### config.mk
export PLATFORM = sky130hd
export DESIGN_NAME = pqr_cell
export DESIGN_NICKNAME = d
export VERILOG_FILES = /design/src/hdl/pqr_pkg.sv /design/src/hdl/pqr_cell.sv
export SDC_FILE = /design/constraint.sdc
export NUM_CORES = 1
export LEC_CHECK = 0
export ABC_AREA = 1
export BUFFER_PORTS_ARGS = -buffer_cell sky130_fd_sc_hd__buf_2
export CAP_MARGIN = 20
export CORE_MARGIN = 2
export CORE_UTILIZATION = 40
export CTS_CLUSTER_SIZE = 8
export DETAILED_ROUTE_END_ITERATION = 10
export SYNTH_ARGS = -nofsm -noshare
export SYNTH_HDL_FRONTEND = slang
export SYNTH_SLANG_ARGS = --single-unit
### constraint.sdc
create_clock -name clk -period 4.7 [get_ports clk]
set_input_delay 0.235 -clock clk [delete_from_list [all_inputs] [get_ports clk]]
set_output_delay 0.235 -clock clk [all_outputs]
set_load 0.005 [all_outputs]
### src/hdl/pqr_pkg.sv
// shared types, constants and codes of the palette quad reduce block
package pqr_pkg;

  // default palette depth and field widths
  localparam int PQR_ENTRIES     = 256;
  localparam int PQR_CHAN_W      = 8;
  localparam int PQR_INDEX_W     = 8;
  localparam int PQR_COLOR_W     = 3 * PQR_CHAN_W;
  localparam int PQR_DIST_W      = 10;
  localparam int PQR_SUM_W       = PQR_CHAN_W + 2;

  // item function codes
  localparam logic FUNC_WRITE  = 1'b0;
  localparam logic FUNC_REDUCE = 1'b1;

  // item state between the front stage and the averaging stage
  typedef struct packed {
    logic                   valid;
    logic                   reduce;
    logic [PQR_INDEX_W-1:0] widx;
    logic [PQR_COLOR_W-1:0] wcolor;
    logic [3:0]             in_range;
  } pqr_front_t;

  // item state carried along the search cells
  typedef struct packed {
    logic                   valid;
    logic                   reduce;
    logic [PQR_INDEX_W-1:0] widx;
    logic [PQR_COLOR_W-1:0] wcolor;
    logic [PQR_CHAN_W-1:0]  avg_r;
    logic [PQR_CHAN_W-1:0]  avg_g;
    logic [PQR_CHAN_W-1:0]  avg_b;
    logic [PQR_INDEX_W-1:0] best_idx;
    logic [PQR_DIST_W-1:0]  best_dist;
  } pqr_item_t;

endpackage

### src/hdl/pqr_cell.sv
// search cell: holds one palette entry and keeps the running best match
module pqr_cell
  import pqr_pkg::*;
#(
  parameter int INDEX = 0
) (
  input  logic      clk,
  input  logic      rst,
  input  logic      en,
  input  pqr_item_t item_in,
  output pqr_item_t item_out
);

  logic [PQR_COLOR_W-1:0] color;
  logic [PQR_CHAN_W-1:0]  pr;
  logic [PQR_CHAN_W-1:0]  pg;
  logic [PQR_CHAN_W-1:0]  pb;
  logic [PQR_CHAN_W-1:0]  dr;
  logic [PQR_CHAN_W-1:0]  dg;
  logic [PQR_CHAN_W-1:0]  db;
  logic [PQR_DIST_W-1:0]  l1_dist;
  logic                   take;

  assign pr = color[3*PQR_CHAN_W-1:2*PQR_CHAN_W];
  assign pg = color[2*PQR_CHAN_W-1:PQR_CHAN_W];
  assign pb = color[PQR_CHAN_W-1:0];

  // l1 distance from the quad average to this entry
  always_comb begin
    dr      = (item_in.avg_r > pr) ? item_in.avg_r - pr : pr - item_in.avg_r;
    dg      = (item_in.avg_g > pg) ? item_in.avg_g - pg : pg - item_in.avg_g;
    db      = (item_in.avg_b > pb) ? item_in.avg_b - pb : pb - item_in.avg_b;
    l1_dist = PQR_DIST_W'(dr) + PQR_DIST_W'(dg) + PQR_DIST_W'(db);
    take    = (INDEX == 0) || (l1_dist < item_in.best_dist);
  end

  // entry update when a write item passes this cell
  always_ff @(posedge clk) begin
    if (en && item_in.valid && !item_in.reduce &&
        item_in.widx == PQR_INDEX_W'(INDEX)) begin
      color <= item_in.wcolor;
    end
  end

  // valid bit, payload and best match
  always_ff @(posedge clk) begin
    if (rst) begin
      item_out.valid <= 1'b0;
    end else if (en) begin
      item_out.valid <= item_in.valid;
    end
    if (en) begin
      item_out.reduce <= item_in.reduce;
      item_out.widx   <= item_in.widx;
      item_out.wcolor <= item_in.wcolor;
      item_out.avg_r  <= item_in.avg_r;
      item_out.avg_g  <= item_in.avg_g;
      item_out.avg_b  <= item_in.avg_b;
      if (take) begin
        item_out.best_idx  <= PQR_INDEX_W'(INDEX);
        item_out.best_dist <= l1_dist;
      end else begin
        item_out.best_idx  <= item_in.best_idx;
        item_out.best_dist <= item_in.best_dist;
      end
    end
  end

endmodule

==> results.py <==
metrics = {
    "floorplan": {
        "fp.dieArea_mm2": 0.0154,
        "core-area_mm2": 0.0140,
        "start_util_pct": 41.1,
        "chipWidth_um": 124,
        "die_y_um": 124,
        "rows": 43,
        "io_pins": 155,
    },
    "cts": {
        "cts-root-buf": "clkbuf_16",
        "cts_tree": "yes",
        "path_clk_slew_ns": 0.07,
        "cts.sinks": 92,
        "htree_levels": 3,
        "numCtsBuffers": 9,
        "post_cts_resized": 0,
        "clockBufferDepth": 2,
        "ctsHoldBuffers": 0,
        "clk_latency_ns": 0.36,
        "post_cts_buffers": 0,
    },
    "synth": {
        "yosysMostFrequentCell": "nand2_1",
        "synth-seq-area-share_pct": 47.8,
        "async_reset_ff_share_pct": 0,
        "ys_seq_elements": 92,
        "synth_area_per_cell_um2": 9.42,
        "synth.distinct_cells": 30,
        "synthFlopType": "edfxtp_1",
        "synthTopCellsByArea": "edfxtp_1 47%, ha_1 11%, nand2_1 10%",
        "synth_area_mm2": 0.00575,
        "netlist_instances": 611,
        "synth_top_cell_by_area": "edfxtp_1",
        "netlist_top_cells_count": "153 x nand2_1, 129 x inv_1, 91 x edfxtp_1",
        "synth-edff-count": 91,
        "synth_top_cell_area_share_pct": 47.5,
        "yosys_warnings": 0,
    },
    "place": {
        "place_area_mm2": 0.00655,
        "place_hpwl_um": 8840,
        "gp_congestion": 0.829,
        "placed_cells": 911,
        "port_buffers": 128,
    },
    "timing": {
        "setup_violations": 0,
        "final-max-slew-violation-count": 0,
        "max_slew_margin_pct": 42.0,
        "hold_viol_final": 0,
        "fmax_mhz": 264,
        "fin_crit_sh_pct": 80.7,
        "period_minus_slack_ns": 3.79,
        "setup_tns_ns": 0,
        "skew_ns": 0.00905,
        "rsz0062_at_grt": "false",
        "worst_pin_slew_ns": 0.870,
        "hold_slack_ns": 0.0156,
    },
    "global_route": {
        "antenna_found_initial": 0,
        "overflow": 0,
        "grt_pass1_vias": 4014,
        "grt_pass1_wl_um": 18300,
        "grt_max_degree": 70,
        "grt_usage_pct": 15.6,
    },
    "cells_and_area": {
        "n_fill_cell": 1382,
        "diodes": 0,
        "multi_input_area_mm2": 0.00243,
        "finish.instance_area_mm2": 0.00684,
        "register_area_mm2": 0.00275,
        "syn_to_final_growth_pct": 18.9,
        "finalNonFillerCells": 927,
        "drive_above_1_share_pct": 21.3,
        "final_nets": 888,
    },
    "power_and_ir_drop": {
        "power.switching_mw": 0.655,
        "p_clk_share_pct": 31.7,
        "power.density_mw_per_mm2": 329,
        "p_total_mw": 2.25,
        "pwr-share-comb_pct": 23.0,
        "internal-power_mw": 1.59,
        "switching_share_pct": 29.1,
        "vdd_drop_max_v": 0.000202,
        "leakage_nw": 3.51,
        "p_seq_share_pct": 45.3,
    },
    "routing": {
        "drt_first_pass_iters": 5,
        "drc": 0,
        "vias": 4272,
        "routed_via_density": 4.61,
        "wl_um": 11400,
        "wl_per_cell_um": 12.3,
        "ant_nets": 0,
        "drtIter0Drc": 151,
    },
    "critical_path": {
        "cp.arrival_ns": 3.89,
        "crit_type": "reg2reg",
        "worstPathMaxFanout": 12,
        "cp-startpoint": "color[8]",
        "cp.required_ns": 4.80,
        "r2r-start": "color[8]",
        "endpoint_kind": "register",
        "r2r_end": "item_out[7]",
        "worstSetupStartpointType": "register",
        "reg2reg_depth": 19,
        "rrSetupSlack_ns": 0.91,
    },
    "status": {
        "outcome": "complete, no violations",
    },
    "hold_path": {
        "holdCritPathClass": "in2reg",
        "min_to": "item_out[75]",
        "min_path_cells": 2,
        "hp-start": "rst",
    },
    "run": {
        "maxCapViolCount": 0,
    },
}
worst max-delay path, cell delays in order, from the launching register on:
cell and delay [ns]:
edfxtp_1 0.34, ha_1 0.14, inv_1 0.06, fa_1 0.41, nand3_1 0.09, nand2_1 0.11
nand2_1 0.08, nand2_1 0.04, nand2_1 0.29, nand2_1 0.09, o21ai_1 0.14, fa_1 0.45
inv_1 0.08, ha_1 0.17, inv_1 0.06, fa_1 0.40, o21ai_0 0.32, nand2_1 0.08
nand2_1 0.10, xor2_1 0.07
power by group through the flow:
| stage | logic, mW | registers, mW | clock network, mW |
|---|---|---|---|
| floorplan | 0.318 | 1.05 | 0 |
| global placement | 0.505 | 1.04 | 0 |
| detailed placement | 0.522 | 1.04 | 0 |
| CTS | 0.524 | 1.02 | 0.740 |
| global route | 0.598 | 1.03 | 0.771 |
| finish | 0.517 | 1.02 | 0.713 |
registers in the layout (all words and copies together), names as in the netlist:
register,cells
item_out,68
color,24
kinds of logic after synthesis:
kind of cell	Yosys count	share of synthesized area [%]
AOI/OAI and AO/OA	47	4.42
and+or+nand+nor	236	17.6
buffers and inverters	147	10.4
xor gates and xnor gates	21	3.20
adders and majority gates	67	16.5
other	1	0.0652
DFF	92	47.8
routing by layer:
layer | wire, um | GRT usage (%)
met1 | 4990 | 19.4
met2 | 5590 | 25.9
met3 | 615 | 4.95
met4 | 162 | 5.20
met5 | 0 | 0
cell usage in the layout (no fill, tap or decap), types with 4 or more instances in the layout:
master / count
a21o_1: 4
a21oi_1: 26
buf_2: 127
clkbuf_16: 9
conb_1: 8
edfxtp_1: 91
fa_1: 15
ha_1: 52
inv_1: 129
inv_6: 4
nand2_1: 153
nand2_2: 4
nand3_1: 45
nand4_1: 5
nor2_1: 14
o21ai_0: 6
o21ai_1: 8
or2_1: 4
xnor2_1: 6
xor2_1: 15
worst max path at each step:
| stage | depth (start not counted) | slack [ns] | to |
|---|---|---|---|
| floorplan | 20 | 1.39 | item_out[7] |
| detailed placement | 21 | 0.82 | item_out[7] |
| global route | 18 | 0.54 | item_out[7] |
| finish | 19 | 0.91 | item_out[7] |
| global placement | 21 | 0.93 | item_out[7] |
| CTS | 18 | 0.86 | item_out[7] |
per-stage QoR:
step / utilization (%) / worst slack (ns)
after global placement: 46.8 / 0.933
final: 48.9 / 0.906
after floorplan: - / 1.39
after detailed placement: 46.8 / 0.816
after CTS: 48.9 / 0.865
after global routing: 48.9 / 0.543
cell type report:
cell class | instances | area share, %
Tap cell | 180 | 3.29
Multi-Input combinational cell | 379 | 35.5
Sequential cell | 92 | 40.2
Timing Repair Buffer | 129 | 9.51
Inverter | 131 | 7.19
Clock inverter | 7 | 0.951
Clock buffer | 9 | 3.29
(Power assumes the default switching activity.)
