## src/hdl/pqr_pkg.sv

```systemverilog
// shared types, constants and codes of the palette quad reduce block
package pqr_pkg;

  // default palette depth and field widths
  localparam int PQR_ENTRIES     = 256;
  localparam int PQR_CHAN_W      = 8;
  localparam int PQR_INDEX_W     = 8;
  localparam int PQR_COLOR_W     = 3 * PQR_CHAN_W;
  localparam int PQR_DIST_W      = 10;
  localparam int PQR_SUM_W       = PQR_CHAN_W + 2;

  // item function codes
  localparam logic FUNC_WRITE  = 1'b0;
  localparam logic FUNC_REDUCE = 1'b1;

  // item state between the front stage and the averaging stage
  typedef struct packed {
    logic                   valid;
    logic                   reduce;
    logic [PQR_INDEX_W-1:0] widx;
    logic [PQR_COLOR_W-1:0] wcolor;
    logic [3:0]             in_range;
  } pqr_front_t;

  // item state carried along the search cells
  typedef struct packed {
    logic                   valid;
    logic                   reduce;
    logic [PQR_INDEX_W-1:0] widx;
    logic [PQR_COLOR_W-1:0] wcolor;
    logic [PQR_CHAN_W-1:0]  avg_r;
    logic [PQR_CHAN_W-1:0]  avg_g;
    logic [PQR_CHAN_W-1:0]  avg_b;
    logic [PQR_INDEX_W-1:0] best_idx;
    logic [PQR_DIST_W-1:0]  best_dist;
  } pqr_item_t;

endpackage

```

## src/hdl/pqr_average.sv

```systemverilog
// averaging stage: sums the four texel colors and shifts right by two
module pqr_average
  import pqr_pkg::*;
(
  input  logic                   clk,
  input  logic                   rst,
  input  logic                   en,
  input  pqr_front_t             front,
  input  logic [PQR_COLOR_W-1:0] color [4],
  output pqr_item_t              item
);

  logic [PQR_SUM_W-1:0] sum_r;
  logic [PQR_SUM_W-1:0] sum_g;
  logic [PQR_SUM_W-1:0] sum_b;

  // channel sums, out of range texels count as black
  always_comb begin
    sum_r = '0;
    sum_g = '0;
    sum_b = '0;
    for (int t = 0; t < 4; t++) begin
      if (front.in_range[t]) begin
        sum_r = sum_r + PQR_SUM_W'(color[t][3*PQR_CHAN_W-1:2*PQR_CHAN_W]);
        sum_g = sum_g + PQR_SUM_W'(color[t][2*PQR_CHAN_W-1:PQR_CHAN_W]);
        sum_b = sum_b + PQR_SUM_W'(color[t][PQR_CHAN_W-1:0]);
      end
    end
  end

  // valid bit and payload
  always_ff @(posedge clk) begin
    if (rst) begin
      item.valid <= 1'b0;
    end else if (en) begin
      item.valid <= front.valid;
    end
    if (en) begin
      item.reduce    <= front.reduce;
      item.widx      <= front.widx;
      item.wcolor    <= front.wcolor;
      item.avg_r     <= sum_r[PQR_SUM_W-1:2];
      item.avg_g     <= sum_g[PQR_SUM_W-1:2];
      item.avg_b     <= sum_b[PQR_SUM_W-1:2];
      item.best_idx  <= '0;
      item.best_dist <= '0;
    end
  end

endmodule

```

## config.mk

```make
export PLATFORM = sky130hd
export DESIGN_NAME = pqr_average
export DESIGN_NICKNAME = d
export VERILOG_FILES = /design/src/hdl/pqr_pkg.sv /design/src/hdl/pqr_average.sv
export SDC_FILE = /design/constraint.sdc
export NUM_CORES = 1
export LEC_CHECK = 0
export BUFFER_PORTS_ARGS = -buffer_cell sky130_fd_sc_hd__buf_2
export CAP_MARGIN = 20
export CORE_MARGIN = 2
export CORE_UTILIZATION = 40
export CTS_CLUSTER_SIZE = 8
export DETAILED_ROUTE_END_ITERATION = 10
export HOLD_SLACK_MARGIN = 0.12
export PLACE_DENSITY = 0.72
export SLEW_MARGIN = 20
export SYNTH_ARGS = -nofsm -noshare
export SYNTH_HDL_FRONTEND = slang
export SYNTH_SLANG_ARGS = --single-unit
export TNS_END_PERCENT = 5
```

## constraint.sdc

```tcl
create_clock -name clk -period 7.1 [get_ports clk]
set_input_delay 1.775 -clock clk [delete_from_list [all_inputs] [get_ports clk]]
set_output_delay 1.775 -clock clk [all_outputs]
set_load 0.02 [all_outputs]
```

==> impl_metrics.toml, run 1 <==
[timing]
rsz0062_at_grt = "false"
fin_crit_sh_pct = 88.3
hold_slack_ns = 0.486
hold_violations = 0
tns_ns = 0
slew_viol_final = 0
relSlewSlack_pct = 48.9
fin_crit_ns = 6.27
fmax_ghz = 0.160
worst_clock_skew_ns = 0
worst-slew-pin-transition_ns = 0.767
setup_violations = 0

[finish]
drive_gt1_share_pct = 29.3
nets = 1017
largest_reg_flops = 58
register_area_um2 = 1730
multi_input_area_um2 = 3660
largest_register = "item"
fillers = 1391
antennaDiodeCount = 0
area_delta_synth_final_pct = 23.7
largest_registers = "item (58)"
stdcell_area_um2 = 7020

[clocking]
cts-root-buf = "clkbuf_16"
clock_latency_ns = 0.31
cts_sinks = 58
cts_made_buffers = 9
clk_transition_reported_paths_ns = 0.05
clk_path_buf_depth = 2
holdBufCountCts = 0
cts_resized = 0
cts_tree = "yes"
htree_levels = 3
post_cts_buffers = 0

[global_routing]
grt_overflow_total = 0
grt_pass1_vias = 4487
grt_antenna_before_repair = 0
grt_pass1_wl_um = 21300
grt_max_degree = 59
grt.total_usage_pct = 17.7

[drt]
wl_per_cell_um = 13.6
num_vias = 4951
antenna_left = 0
wl_um = 13500
drt-pass1-iter-count = 4
vias_per_cell = 4.99
drc = 0
drt_iter0_drc = 229

[synthesis]
synth-compound-area-share_pct = 20.2
synth_xor_area_share_pct = 6.33
synth_adder_area_share_pct = 16.9
ys_seq_area_share_pct = 30.5
synth.ff_latch_count = 58
netlist_area_um2 = 5670
synthArstFlopShare_pct = 0
synth_ff_type = "edfxtp_1"
synth-simple-area-share_pct = 15.4
synthMuxAreaShare_pct = 4.57
syn-instance-count = 620
synth_top_family_by_area = "compound AO/OA/AOI/OAI gates"
synth_enable_flop_cells = 57
synth_cell_type_count = 67
syn_area_per_cell_um2 = 9.15
yosys_warnings = 0

[floorplan]
ios = 213
rows = 43
fp.dieW_um = 123
start_util_pct = 40.9
die_y_um = 123
die-area_um2 = 15200
core_area_um2 = 13900

[place]
postPlaceCellArea_um2 = 6740
hpwlAfterDp_um = 11300
numPortBuffers = 194
place.gp.congestion = 0.818

[status]
outcome = "completed"

[min_path]
hold_path_class = "reg -> reg"

[pwr]
leakagePower_nw = 3.34
powerDensity_nw_per_um2 = 212
ir_drop_mv = 0.125

[critical_path]
crit_path_frequent_cell = "ha_1"
max_stage_delay_ns = 0.42
criticalPathCategory = "in -> reg"
cp-end-kind = "register"
cp_data_required_time_ns = 7.18
cp_num_buf_inv = 2
cp_cell_sequence = "buf_2 -> and2_1 -> ha_1 -> inv_1 -> fa_1 -> xnor2_1 -> mux2_2 -> ha_1 -> nor2b_1 -> o31a_1 -> a211oi_1 -> a21o_1 -> ha_1 -> and3_1 -> a211o_1 -> o31ai_1 -> o2bb2a_1 -> nor2_1 -> o32ai_1"
crit_slowest_cell = "fa_1"
crit_family = "compound AO/OA/AOI/OAI gates"
cp.arrival_ns = 6.35
start_kind = "input pin"
worstPathMaxFanout = 25

[run]
maxCapViolations = 0
## cell families (layout without fill, tap and decap cells)
group,after synthesis,count (layout)
mux,24,24
buf+inv,71,246
flops,58,58
other cells,1,18
xor+xnor,41,41
simple gates,182,182
compound gates,170,170
fa+ha+maj,73,73
## path summary, 6_finish.rpt
| path | depth (start not counted) | endpoint | slack, ns | from |
|---|---|---|---|---|
| worst min-delay path | 2 | item[75] | 0.49 | item[75] |
| worst max-delay path | 19 | item[41] | 0.83 | front[0] |
| worst max register to register | 2 | item[75] | 6.53 | item[75] |
| worst min register to register | 2 | item[75] | 0.49 | item[75] |
## cells in the mapped netlist, types with 4 or more instances
master    count  area (um^2)
o31ai_1       4         30.0
ha_1         66          826
and2_1       14         87.6
a21o_1       16          120
a211oi_1     13         97.6
o21a_1       14          105
inv_1        34          128
o21ai_0      35          175
buf_4        19          143
nor2b_1      13         81.3
or2_2         4         25.0
nor2_1       41          154
xor2_1       16          140
clkbuf_1     12         45.0
xnor2_1      25          219
a31oi_1       5         31.3
mux2i_1       9         90.1
fa_1          6          120
a211o_1       4         35.0
mux2_2       15          169
a21oi_1      39          195
nand2_1      59          221
edfxtp_1     57         1710
nor3_1       11         55.1
nand3_1      18         90.1
nand2b_1      6         37.5
## worst register-to-register path, cell delays in order, from the launching register on
cell and delay [ns]:
dfxtp_1 0.30, mux2i_1 0.12, nor2_1 0.05
## routing by layer
metal,up-vias,GRT usage [%],share of wire (%)
li1,2610,-,-
met1,2159,25.5,49
met2,166,27.2,43
met4,0,5.75,1.4
met3,16,2.68,7.0
met5,-,0,0
## placed cells by master, fill, tap and decap left out, drive strengths merged, types with 13 or more instances in the layout
cell    count
inv        34
o21a       14
nand3      18
nor2b      13
a211oi     14
o21ai      37
xor2       16
conb       18
mux2       15
xnor2      25
nor2       41
and2       14
a21o       16
buf       197
edfxtp     57
a21oi      40
nand2      59
ha         66
## through the flow
step                      instances  setup slack [ns]  util [%]  total power [mW]
after floorplan                 637             0.842         -             0.943
after global placement          977             0.617      48.6              1.09
after detailed placement        977             0.562      48.6              1.10
after CTS                       992             0.866      50.6              1.51
after global routing            992             0.382      50.6              1.60
final                           992             0.831      50.6              1.49
## power breakdown
part / switching (mW) / internal (mW) / total (mW)
registers: 0.00965 / 0.439 / 0.449
logic: 0.365 / 0.284 / 0.649
clock network: 0.125 / 0.266 / 0.390
## cell type report
type | instances | share of cell area (%)
inverters | 34 | 1.82
flip-flops and latches | 58 | 24.7
multi-input cells | 508 | 52.2
clock buffers | 11 | 3.32
clock inverters | 4 | 0.624
repair buffers | 197 | 14.2
well taps | 180 | 3.21
Power figures use the tool's default switching activity.
==> inputs of run 2 (changes only) <==
--- a/config.mk
+++ b/config.mk
@@ -9,10 +9,11 @@
 export CAP_MARGIN = 20
 export CORE_MARGIN = 2
 export CORE_UTILIZATION = 40
+export CTS_BUF_LIST = sky130_fd_sc_hd__clkbuf_8
 export CTS_CLUSTER_SIZE = 8
 export DETAILED_ROUTE_END_ITERATION = 10
 export HOLD_SLACK_MARGIN = 0.12
-export PLACE_DENSITY = 0.72
+export PLACE_DENSITY = 0.67
 export SLEW_MARGIN = 20
 export SYNTH_ARGS = -nofsm -noshare
 export SYNTH_HDL_FRONTEND = slang
==> run 2 against run 1 <==
  * Clock-buffer cell count down 2
  * Sequential power is essentially flat
  * Combinational power up 0.9%
  * Global-route usage grew 0.48 points
  * Critical path depth increased by 4
  * Via count grew 1.7%
==> impl_metrics.toml, run 2 (synthesized netlist as in run 1, its figures left out) <==
[status]
outcome = "completed"

[drt]
wl_per_cell_um = 13.7
drt_iter0_drc = 208
antenna_left = 0
wl_um = 13600
drc = 0
vias_per_cell = 5.07
num_vias = 5034
drt-pass1-iter-count = 4

[timing]
setup_violations = 0
worst_clock_skew_ns = 0
hold_violations = 0
setup_slack_ns = 0.898
tns_ns = 0
fin_crit_ns = 6.20
fin_crit_sh_pct = 87.4
hold_slack_ns = 0.490
rsz0062_at_grt = "false"
worst-slew-pin-transition_ns = 0.863
fmax_ghz = 0.161
relSlewSlack_pct = 41.8
slew_viol_final = 0

[critical_path]
worstPathMaxFanout = 21
criticalPathCategory = "in -> reg"
cp-end-kind = "register"
startpoint = "front[0]"
start_kind = "input pin"
r2r-end = "item[75]"
worstReg2RegStart = "item[75]"
cp.arrival_ns = 6.34
ff2ff_path_depth = 2
cp_data_required_time_ns = 7.24
r2r_slack_ns = 6.52

[floorplan]
die_y_um = 123
ios = 213
core_area_um2 = 13900
fp.dieW_um = 123
rows = 43
die-area_um2 = 15200
start_util_pct = 40.9

[clocking]
cts_made_buffers = 9
cts_sinks = 58
cts-root-buf = "clkbuf_8"
post_cts_buffers = 0
cts_tree = "yes"
cts_resized = 0
clk_path_buf_depth = 2
clock_latency_ns = 0.33
htree_levels = 3
holdBufCountCts = 0
clk_transition_reported_paths_ns = 0.06

[place]
dp_cells = 977
place.gp.congestion = 0.828
pre_cts_ws_ns = 0.584
hpwlAfterDp_um = 11300
numPortBuffers = 194
postPlaceCellArea_um2 = 6740

[finish]
largest_reg_flops = 58
final_cell_mix = "194 x buf_2, 66 x ha_1, 59 x nand2_1"
antennaDiodeCount = 0
fin_util_pct = 49.7
largest_registers = "item (58)"
largest_register = "item"
drive_gt1_share_pct = 29.3
final_common_cell = "buf_2"
fin_cells = 993
area_delta_synth_final_pct = 21.5
stdcell_area_um2 = 6900
nets = 1017

[global_routing]
grt_overflow_total = 0
grt_pass1_vias = 4551
grt.total_usage_pct = 18.2
grt_antenna_before_repair = 0
grt_max_degree = 59
grt_pass1_wl_um = 21800

[min_path]
worst_hold_startpoint = "item[75]"
worstHoldPathCells = 2
min_to = "item[75]"
hold_path_class = "reg -> reg"

[pwr]
ir_drop_mv = 0.0782
powerDensity_nw_per_um2 = 194
p_total_mw = 1.34
leakagePower_nw = 3.29

[run]
maxCapViolations = 0
[run 2: changes by cell type in the layout (fill, tap and decap cells not counted), sizes merged]
cell	previous run	this run
clkinv	3	4
inv	34	37
bufinv	1	0
clkbuf	11	9
[run 2: power by group]
group / switching, mW / internal, mW
Sequential: 0.00964 / 0.438
Clock: 0.118 / 0.119
Combinational: 0.370 / 0.285
[run 2: worst max path at each step]
| stage | slack [ns] | endpoint | depth (start not counted) |
|---|---|---|---|
| floorplan | 0.84 | item[25] | 23 |
| global placement | 0.72 | item[41] | 20 |
| detailed placement | 0.58 | item[41] | 23 |
| CTS | 0.92 | item[41] | 23 |
| global route | 0.48 | item[41] | 23 |
| finish | 0.90 | item[41] | 23 |
[run 2: critical path: stages]
cell and delay [ns]:
buf_2 0.29, buf_4 0.24, and2_1 0.14, ha_1 0.15, inv_1 0.06, fa_1 0.42, nor2b_1 0.13, o21ai_0 0.11
nand2_1 0.10, xnor2_1 0.11, a21oi_1 0.11, ha_1 0.37, o21a_1 0.15, o31a_1 0.18, a211oi_1 0.06, a21o_1 0.20
ha_1 0.30, and3_1 0.16, a211o_1 0.34, o31ai_1 0.33, o2bb2a_1 0.27, nor2_1 0.06, o32ai_1 0.30
[run 2: layout make-up]
type	count	area, um^2
Sequential cell	58	1730
Multi-Input combinational cell	508	3660
Timing Repair Buffer	197	993
Clock buffer	9	124
Clock inverter	7	30.0
Inverter	34	128
Tap cell	180	225
Fill cell	1360	6990
[run 2: metal layers]
layer  share of wire (%)  global-route usage, %
met1                  50                   26.7
met2                  41                   27.6
met5                   0                      0
met3                 6.8                   2.58
met4                 1.5                   5.61
